==> src/sv/mbrtu_pkg.sv <==
// ----------------------------------------------------------------------------
// mbrtu_pkg
// Shared types, codes and the CRC-16 byte update for the Modbus RTU response
// deframer.
// ----------------------------------------------------------------------------
package mbrtu_pkg;

  localparam int unsigned BYTE_W  = 8;
  localparam int unsigned INDEX_W = 9;
  localparam int unsigned CRC_W   = 16;

  localparam logic [CRC_W-1:0]  CRC_INIT = 16'hFFFF;
  localparam logic [CRC_W-1:0]  CRC_POLY = 16'hA001;

  localparam logic [BYTE_W-1:0] FC_READ_HOLDING = 8'd3;
  localparam logic [BYTE_W-1:0] FC_READ_INPUT   = 8'd4;
  localparam logic [BYTE_W-1:0] FC_WRITE_SINGLE = 8'd6;
  localparam logic [BYTE_W-1:0] FC_WRITE_MULTI  = 8'd16;

  localparam logic [INDEX_W-1:0] FIXED_FRAME_LEN = 9'd8;
  localparam logic [INDEX_W-1:0] READ_OVERHEAD   = 9'd5;
  localparam logic [INDEX_W:0]   CRC_BYTES       = 10'd2;

  localparam logic [INDEX_W-1:0] POS_ADDRESS  = 9'd0;
  localparam logic [INDEX_W-1:0] POS_FUNCTION = 9'd1;
  localparam logic [INDEX_W-1:0] POS_COUNT    = 9'd2;

  typedef enum logic [2:0] {
    STATUS_BUSY     = 3'd0,
    STATUS_GOOD     = 3'd1,
    STATUS_BAD_ADDR = 3'd2,
    STATUS_BAD_FUNC = 3'd3,
    STATUS_BAD_CRC  = 3'd4,
    STATUS_HALTED   = 3'd5
  } mbrtu_status_t;

  typedef struct packed {
    logic [INDEX_W-1:0] position;
    logic [INDEX_W-1:0] frame_length;
    logic [BYTE_W-1:0]  function_code;
    logic [CRC_W-1:0]   running_crc;
    logic [BYTE_W-1:0]  crc_low;
    logic               halted;
  } mbrtu_state_t;

  typedef struct packed {
    logic [BYTE_W-1:0]  data_byte;
    logic [INDEX_W-1:0] byte_index;
    logic               frame_end;
    mbrtu_status_t      frame_status;
  } mbrtu_result_t;

  function automatic logic [CRC_W-1:0] crc16_byte(input logic [CRC_W-1:0] crc,
                                                  input logic [BYTE_W-1:0] b);
    logic [CRC_W-1:0] c;
    c = crc ^ {8'd0, b};
    for (int i = 0; i < BYTE_W; i++) begin
      if (c[0]) begin
        c = (c >> 1) ^ CRC_POLY;
      end else begin
        c = c >> 1;
      end
    end
    return c;
  endfunction

endpackage

==> src/sv/mbrtu_frame_core.sv <==
// ----------------------------------------------------------------------------
// mbrtu_frame_core
// Per-byte frame decision: from the held state and one received byte, gives
// the echoed result and the state for the next byte.
// ----------------------------------------------------------------------------
module mbrtu_frame_core (
  input  mbrtu_pkg::mbrtu_state_t  state_cur,
  input  logic [7:0]               rx_byte,
  input  logic [7:0]               expected_address,
  output mbrtu_pkg::mbrtu_state_t  state_nxt,
  output mbrtu_pkg::mbrtu_result_t result
);

  logic                              is_read_fc;
  logic [mbrtu_pkg::INDEX_W-1:0]     len_eff;
  logic [mbrtu_pkg::INDEX_W:0]       idx_plus;
  logic [mbrtu_pkg::INDEX_W:0]       len_ext;
  logic [mbrtu_pkg::CRC_W-1:0]       crc_upd;
  logic [mbrtu_pkg::CRC_W-1:0]       received;

  always_comb begin
    is_read_fc = (state_cur.function_code == mbrtu_pkg::FC_READ_HOLDING) ||
                 (state_cur.function_code == mbrtu_pkg::FC_READ_INPUT);
    if ((state_cur.position == mbrtu_pkg::POS_COUNT) && is_read_fc) begin
      len_eff = {1'b0, rx_byte} + mbrtu_pkg::READ_OVERHEAD;
    end else begin
      len_eff = state_cur.frame_length;
    end
    idx_plus = {1'b0, state_cur.position} + mbrtu_pkg::CRC_BYTES;
    len_ext  = {1'b0, len_eff};
    crc_upd  = mbrtu_pkg::crc16_byte(state_cur.running_crc, rx_byte);
    received = {rx_byte, state_cur.crc_low};

    state_nxt           = state_cur;
    result.data_byte    = rx_byte;
    result.byte_index   = state_cur.position;
    result.frame_end    = 1'b0;
    result.frame_status = mbrtu_pkg::STATUS_BUSY;

    if (state_cur.halted) begin
      result.byte_index   = '0;
      result.frame_status = mbrtu_pkg::STATUS_HALTED;
    end else if (state_cur.position == mbrtu_pkg::POS_ADDRESS) begin
      if (rx_byte != expected_address) begin
        result.frame_status = mbrtu_pkg::STATUS_BAD_ADDR;
        result.frame_end    = 1'b1;
        state_nxt.halted    = 1'b1;
      end else begin
        state_nxt.running_crc = mbrtu_pkg::crc16_byte(mbrtu_pkg::CRC_INIT, rx_byte);
        state_nxt.position    = mbrtu_pkg::POS_FUNCTION;
      end
    end else if (state_cur.position == mbrtu_pkg::POS_FUNCTION) begin
      state_nxt.function_code = rx_byte;
      if ((rx_byte == mbrtu_pkg::FC_READ_HOLDING) ||
          (rx_byte == mbrtu_pkg::FC_READ_INPUT)) begin
        state_nxt.running_crc = crc_upd;
        state_nxt.position    = mbrtu_pkg::POS_COUNT;
      end else if ((rx_byte == mbrtu_pkg::FC_WRITE_SINGLE) ||
                   (rx_byte == mbrtu_pkg::FC_WRITE_MULTI)) begin
        state_nxt.frame_length = mbrtu_pkg::FIXED_FRAME_LEN;
        state_nxt.running_crc  = crc_upd;
        state_nxt.position     = mbrtu_pkg::POS_COUNT;
      end else begin
        result.frame_status = mbrtu_pkg::STATUS_BAD_FUNC;
        result.frame_end    = 1'b1;
        state_nxt.halted    = 1'b1;
      end
    end else begin
      state_nxt.frame_length = len_eff;
      if (idx_plus < len_ext) begin
        state_nxt.running_crc = crc_upd;
        state_nxt.position    = state_cur.position + 9'd1;
      end else if (idx_plus == len_ext) begin
        state_nxt.crc_low  = rx_byte;
        state_nxt.position = state_cur.position + 9'd1;
      end else begin
        result.frame_end = 1'b1;
        if (received == state_cur.running_crc) begin
          result.frame_status   = mbrtu_pkg::STATUS_GOOD;
          state_nxt.position    = '0;
          state_nxt.running_crc = mbrtu_pkg::CRC_INIT;
        end else begin
          result.frame_status = mbrtu_pkg::STATUS_BAD_CRC;
          state_nxt.halted    = 1'b1;
        end
      end
    end
  end

endmodule

==> src/sv/modbus_rtu_response_deframer_unit.sv <==
// ----------------------------------------------------------------------------
// modbus_rtu_response_deframer_unit
// Splits a received byte stream into Modbus RTU response frames, checks the
// address, function code and CRC-16, and echoes every byte with its status.
// ----------------------------------------------------------------------------
//  Channel  Direction  Ports                    Content
//  in       slave      in_tvalid/tready/tdata   rx_byte
//  out      master     out_tvalid/tready/tdata  data_byte, byte_index
//                      out_tlast, out_tuser     frame_end, frame_status
//  cfg      write      cfg_wr_en/cfg_wr_data    expected_address
//
// Each request is held in an input register and decided combinationally into
// the result register, so one request per cycle is sustained while the output
// is not stalled. A stalled result holds the pipeline; the input register
// takes a request while the result waits only if it is empty. Synchronous
// active-low reset clears the frame state; after any framing error the unit
// echoes bytes with the halted status until reset.
// ----------------------------------------------------------------------------
module modbus_rtu_response_deframer_unit (
  input  logic        clk,
  input  logic        rst_n,
  input  logic        in_tvalid,
  output logic        in_tready,
  input  logic [7:0]  in_tdata,     // [7:0] rx_byte
  output logic        out_tvalid,
  input  logic        out_tready,
  output logic [23:0] out_tdata,    // [7:0] data_byte, [16:8] byte_index, rest zero
  output logic        out_tlast,    // frame_end
  output logic [2:0]  out_tuser,    // frame_status
  input  logic        cfg_wr_en,
  input  logic [7:0]  cfg_wr_data
);

  logic                     in_valid_r;
  logic [7:0]               in_byte_r;
  logic                     out_valid_r;
  mbrtu_pkg::mbrtu_result_t out_res_r;
  mbrtu_pkg::mbrtu_state_t  state_r;
  mbrtu_pkg::mbrtu_state_t  state_nxt;
  mbrtu_pkg::mbrtu_result_t res_nxt;
  logic [7:0]               addr_r;
  logic                     advance;

  assign advance   = in_valid_r && (!out_valid_r || out_tready);
  assign in_tready = !in_valid_r || advance;

  mbrtu_frame_core u_core (
    .state_cur        (state_r),
    .rx_byte          (in_byte_r),
    .expected_address (addr_r),
    .state_nxt        (state_nxt),
    .result           (res_nxt)
  );

  always_ff @(posedge clk) begin
    if (!rst_n) begin
      addr_r                <= '0;
      in_valid_r            <= 1'b0;
      out_valid_r           <= 1'b0;
      state_r.position      <= '0;
      state_r.frame_length  <= '0;
      state_r.function_code <= '0;
      state_r.running_crc   <= mbrtu_pkg::CRC_INIT;
      state_r.crc_low       <= '0;
      state_r.halted        <= 1'b0;
    end else begin
      if (cfg_wr_en) begin
        addr_r <= cfg_wr_data;
      end
      if (in_tvalid && in_tready) begin
        in_valid_r <= 1'b1;
      end else if (advance) begin
        in_valid_r <= 1'b0;
      end
      if (advance) begin
        out_valid_r <= 1'b1;
        state_r     <= state_nxt;
      end else if (out_tready) begin
        out_valid_r <= 1'b0;
      end
    end
  end

  always_ff @(posedge clk) begin
    if (in_tvalid && in_tready) begin
      in_byte_r <= in_tdata;
    end
    if (advance) begin
      out_res_r <= res_nxt;
    end
  end

  assign out_tvalid = out_valid_r;
  assign out_tdata  = {7'd0, out_res_r.byte_index, out_res_r.data_byte};
  assign out_tlast  = out_res_r.frame_end;
  assign out_tuser  = out_res_r.frame_status;

endmodule
==> config.mk <==
export PLATFORM = sky130hd
export DESIGN_NAME = modbus_rtu_response_deframer_unit
export DESIGN_NICKNAME = d
export VERILOG_FILES = /design/src/sv/mbrtu_pkg.sv /design/src/sv/mbrtu_frame_core.sv /design/src/sv/modbus_rtu_response_deframer_unit.sv
export SDC_FILE = /design/constraint.sdc
export NUM_CORES = 1
export LEC_CHECK = 0
export ABC_AREA = 1
export ABC_CLOCK_PERIOD_IN_PS = 4700
export BUFFER_PORTS_ARGS = -buffer_cell sky130_fd_sc_hd__buf_2
export CAP_MARGIN = 10
export CORE_MARGIN = 2
export CORE_UTILIZATION = 50
export CTS_CLUSTER_SIZE = 14
export DETAILED_ROUTE_END_ITERATION = 6
export PLACE_DENSITY = 0.68
export SLEW_MARGIN = 5
export SYNTH_ARGS = -nofsm -noshare
export SYNTH_HDL_FRONTEND = slang
export SYNTH_HIERARCHICAL = 1
export SYNTH_SLANG_ARGS = --single-unit
==> constraint.sdc <==
create_clock -name clk -period 4.7 [get_ports clk]
set_clock_uncertainty 0.1 [all_clocks]
set_input_delay 0.47 -clock clk [delete_from_list [all_inputs] [get_ports clk]]
set_output_delay 0.47 -clock clk [all_outputs]
set_load 0.01 [all_outputs]
Word-level counts from Yosys, hierarchy flattened. Cells that the tools add are included.

Register bits: 90. Bits in latches: 0. Bits in writable memories: 0. ROM bits: 0. Input port bits: 21. Word-level logic and storage cells: 153. Memories kept: 0.

Add/sub/neg operators: 3. Multipliers: 0. Divide/modulo/power cells: 0. Magnitude comparators: 1. Eq/ne operators: 16. Shifts and indexed selects: 0. Multiplexer cells: 77. Bitwise gates (word level): 22. Reductions and logical operators: 20.

Operators by type and width (count): 16-bit two-way mux (45); 9-bit two-way mux (9); 2-bit NOT with 3-bit output (16); 18-bit two-way mux (2); 4-bit two-way mux (7); 8-bit by 3-bit == test with 1-bit output (second input constant) (3); 16-bit == test (1); 8-bit by 2-bit == test with 1-bit output (second input constant) (2); 8-bit NOT with 16-bit output (1); 16-bit by 8-bit bitwise XOR with 16-bit output (1); 1-bit two-way mux (12); 6-bit AND reduction (2); 9-bit by 2-bit adder with 10-bit output (second input constant) (1); 10-bit by 9-bit == test with 1-bit output (1); 10-bit by 9-bit < comparator with 1-bit output (1); 5-bit AND reduction (2); 8-bit by 3-bit adder with 9-bit output (second input constant) (1); 9-bit by 1-bit adder with 9-bit output (second input constant) (1); 9-bit by 1-bit == test with 1-bit output (second input constant) (1); 9-bit by 2-bit == test with 1-bit output (second input constant) (1); 9-bit logical NOT (1); 8-bit by 5-bit == test with 1-bit output (second input constant) (1); 8-bit two-way mux (1); 8-bit inequality test (1); 12 further kinds (25).

Depth between registers and ports, before layout.
Word-level depth: 40. Gate-level depth with buffers: 26.

By module. The synthesis kept the hierarchy.

By module, submodules not included: modbus_rtu_response_deframer_unit (instances 1, cells an instance 384, area an instance 3490.8 um2, seq. area each 2092.0 um2); mbrtu_frame_core (instances 1, cells an instance 579, area an instance 3194.3 um2, seq. area each 0.0 um2).

Worst setup path after synthesis. No wires, ideal clock.

Path kind: reg-to-reg. Start point: register state_r[42] in the netlist's numbering. End point: register state_r[49] in the netlist's numbering. Arrival: 3.233 ns. Data required time: 4.485 ns. Setup slack: 1.252 ns. Cell stages (with the launch flop): 26. Path buffers: 1. Clock period less this slack: 3.448 ns. Cells stage by stage: dfxtp_1 > inv_1 > ha_1 > inv_1 > nor4_1 > nand4_1 > clkbuf_1 > o21ai_0 > inv_1 > ha_1 > nand2_1 > inv_1 > o21ai_0 > nand2_1 > nand4_1 > nand3_4 > nand2_4 > inv_2 > nand2_1 > nand2_1 > a21oi_2 > o22ai_1 > inv_1 > nand3_1 > nand2_1 > nor2_1.

Cells in the longest elaborated chain, start to end: 8. Elaborated cells between the ends (all ways): 17.

Ends and longest elaborated chain: from (decl) (RTL line modbus_rtu_response_deframer_unit.sv:38) `mbrtu_pkg::mbrtu_state_t state_r;`; from (signal assigned) (RTL line modbus_rtu_response_deframer_unit.sv:77) `state_r <= state_nxt;`; parallel branches: the longest is 8 deep, another holds 9-bit by 2-bit adder with 10-bit output.

Parallel ways; which one is timed is not known. A chain may end at the register's enable or synchronous reset.

Worst setup path in the final report. Ends and elaborated chain as after synthesis.

==> results.cfg <==
[yosys]
synth.avg_cell_area_um2 = 6.94
synth-edff-count = 29
synth_cell_types = 46
ys_seq_elements = 90
async_flop_share_pct = 0
ys.flop_type = dfxtp_1
synth_seq_area_share_pct = 31.3
synthCells = 963
yosysTopAreaCellShare_pct = 18.3
synth_area_leaders = dfxtp_1 (18%), edfxtp_1 (13%), nand2_1 (12%)
yosysTopAreaCell = dfxtp_1
syn_area_um2 = 6690
yosysWarnings = 6

[critical_path]
endpoint_kind = flop
slowest_delay_ns = 0.47
cp.arrival_ns = 4.29
crit_path_start = state_r[42]
cp_slowest_cell = nand4_1
path_cells = inv_1 > ha_1 > inv_1 > nor4_1 > nand4_1 > o21ai_0 > inv_1 > ha_1 > nand2_1 > inv_1 > o21ai_0 > nand2_1 > nand4_1 > nand3_4 > nand2_4 > inv_2 > nand2_1 > nand2_1 > a21oi_2 > o22ai_1 > inv_1 > nand3_1 > nand2_1 > nor2_1
r2r-end = state_r[49]
r2r_slack_ns = 0.57
rr_startpoint = state_r[42]
cp-start-kind = flop
worstPathRequired_ns = 4.85
path_buf_inv = 6
worstPathMaxFanout = 15
r2r_cells = 24
path_delay_family = simple AND/OR/NAND/NOR gates
critPathKind = reg2reg

[global_route]
grt_overflow = 0
grt_pass1_vias = 5453
grt_max_degree = 89
antenna_found_initial = 0
grt_usage_pct = 25.3
grt_pass1_wl_um = 28500

[min_path]
hold-path-endpoint = in_byte_r[3]
min-delay-start = in_tdata[3]
hp-class = in2reg
holdPathStages = 1

[die]
die_y_um = 120
die_w_um = 120
start_util_pct = 50.9
die-area_um2 = 14300
placementRows = 42
io_pins = 51
coreArea_um2 = 13100

[sta]
period_needed_ns = 4.13
setup_viol_count_final = 0
hold_viol = 0
rsz0062_at_grt = no
fin_hold_ws_ns = 0.180
finalCritPeriodShare_pct = 87.9
setup_tns_ns = 0
worst_pin_slew_ns = 0.990
slew_viol_final = 0
max-slew-margin-rel_pct = 34.0
max_freq_mhz = 242

[final_layout]
diodes = 0
fin_util_pct = 54.4
final_cell_mix = nand2_1 (208), nor2_1 (106), inv_1 (105)
area_growth_pct = 6.91
final_common_cell = nand2_1
layout.cells.non_filler = 1153
multiInputGateArea_um2 = 3810
regArea_um2 = 2090
final_area_um2 = 7150
fillCellCount = 1320
final_layout_size_suffix_gt1_share_pct = 12.0
nets = 1022

[placement]
gp_congestion = 0.964
dp_hpwl_um = 12400
dp.cells = 1137
dpl_cell_area_um2 = 6830
portBuffers = 43

[clock_tree]
clkSinkCount = 90
insertion_delay_ns = 0.36
ctsRootBufferMaster = clkbuf_16
clockBufferDepth = 2
cts_tree = built
cts_resized = 0
cts_hold_buffers = 0
post-cts-setup-buffers = 0
path_clk_slew_ns = 0.07
cts_buffers = 9
htreeDepth = 3

[routing]
wl_um = 17900
ant_nets = 0
drtIter0Drc = 714
drc = 0
wl_per_cell_um = 15.5
first_pass_iters = 5
route.vias.total = 6329
vias_per_cell = 5.49

[run_status]
status = completed

[power_and_ir_drop]
worst_ir_drop_vdd_mv = 0.346
power_leakage_nw = 3.32
p_per_area_nw_per_um2 = 357

[run]
max-cap-violations = 0
-- metrics by stage --
stage | total power, mW | worst slack (ns)
6_report | 2.55 | 0.568
5_1_grt | 2.69 | 0.223
4_1_cts | 2.54 | 0.631
3_5_place_dp | 1.75 | 0.653
3_3_place_gp | 1.75 | 0.790
2_1_floorplan | 1.59 | 1.25
-- registers in the layout, summed over array words and instances, names as in the netlist --
register / count
addr_r: 8
out_tlast: 1
out_tuser: 3
out_tdata: 17
state_r: 51
in_valid_r: 1
out_tvalid: 1
in_byte_r: 8
-- cells by family after synthesis --
logic type      Yosys count  share of synthesized area [%]
simple gates            469                           32.0
buf+inv                 172                           12.0
compound gates          158                           13.4
flops                    90                           31.3
xor+xnor                 43                           5.63
fa+ha+maj                29                           5.43
other cells               1                         0.0561
mux                       1                          0.150
-- cell usage after synthesis (3+ instances only) --
cell type / number
nand2_1: 208
buf_4: 20
edfxtp_1: 29
nand2_2: 3
a21oi_1: 56
nor2_4: 3
nand3_1: 103
o22ai_1: 10
dfxtp_1: 61
nor2_1: 106
nand4_1: 17
clkbuf_1: 13
o21ai_0: 52
buf_2: 17
nand2_4: 4
or2_2: 9
o21ai_1: 7
xnor2_1: 12
a22oi_1: 4
ha_1: 29
inv_1: 105
buf_6: 8
a31oi_1: 10
a21oi_2: 11
inv_2: 7
xor2_1: 31
-- final cells by class --
cell class | instances | share of cell area [%]
clock buffer | 10 | 3.20
clock inverter | 6 | 1.26
inverter | 112 | 5.88
multi-input combinational | 707 | 53.3
sequential | 90 | 29.3
tap | 176 | 3.08
timing repair buffer | 52 | 3.96
-- report_power, final --
part           total (mW)  internal [mW]  switching [mW]
sequential          0.929          0.864          0.0656
clock               0.792          0.469           0.323
combinational       0.827          0.288           0.539
total                2.55           1.62           0.928
-- metal layers --
metal	vias up	wire [µm]	track usage, %
met2	264	8010	39.4
met1	2885	8220	34.7
met4	0	433	9.26
met5	-	0	0
li1	3144	-	-
met3	36	1210	5.37
-- worst max path at each step --
stage | endpoint | depth (start not counted)
global placement | state_r[49] | 21
detailed placement | state_r[49] | 24
floorplan | state_r[49] | 25
finish | state_r[49] | 24
global route | state_r[49] | 21
CTS | state_r[49] | 24
No activity file was read; power rests on OpenSTA's default activity.
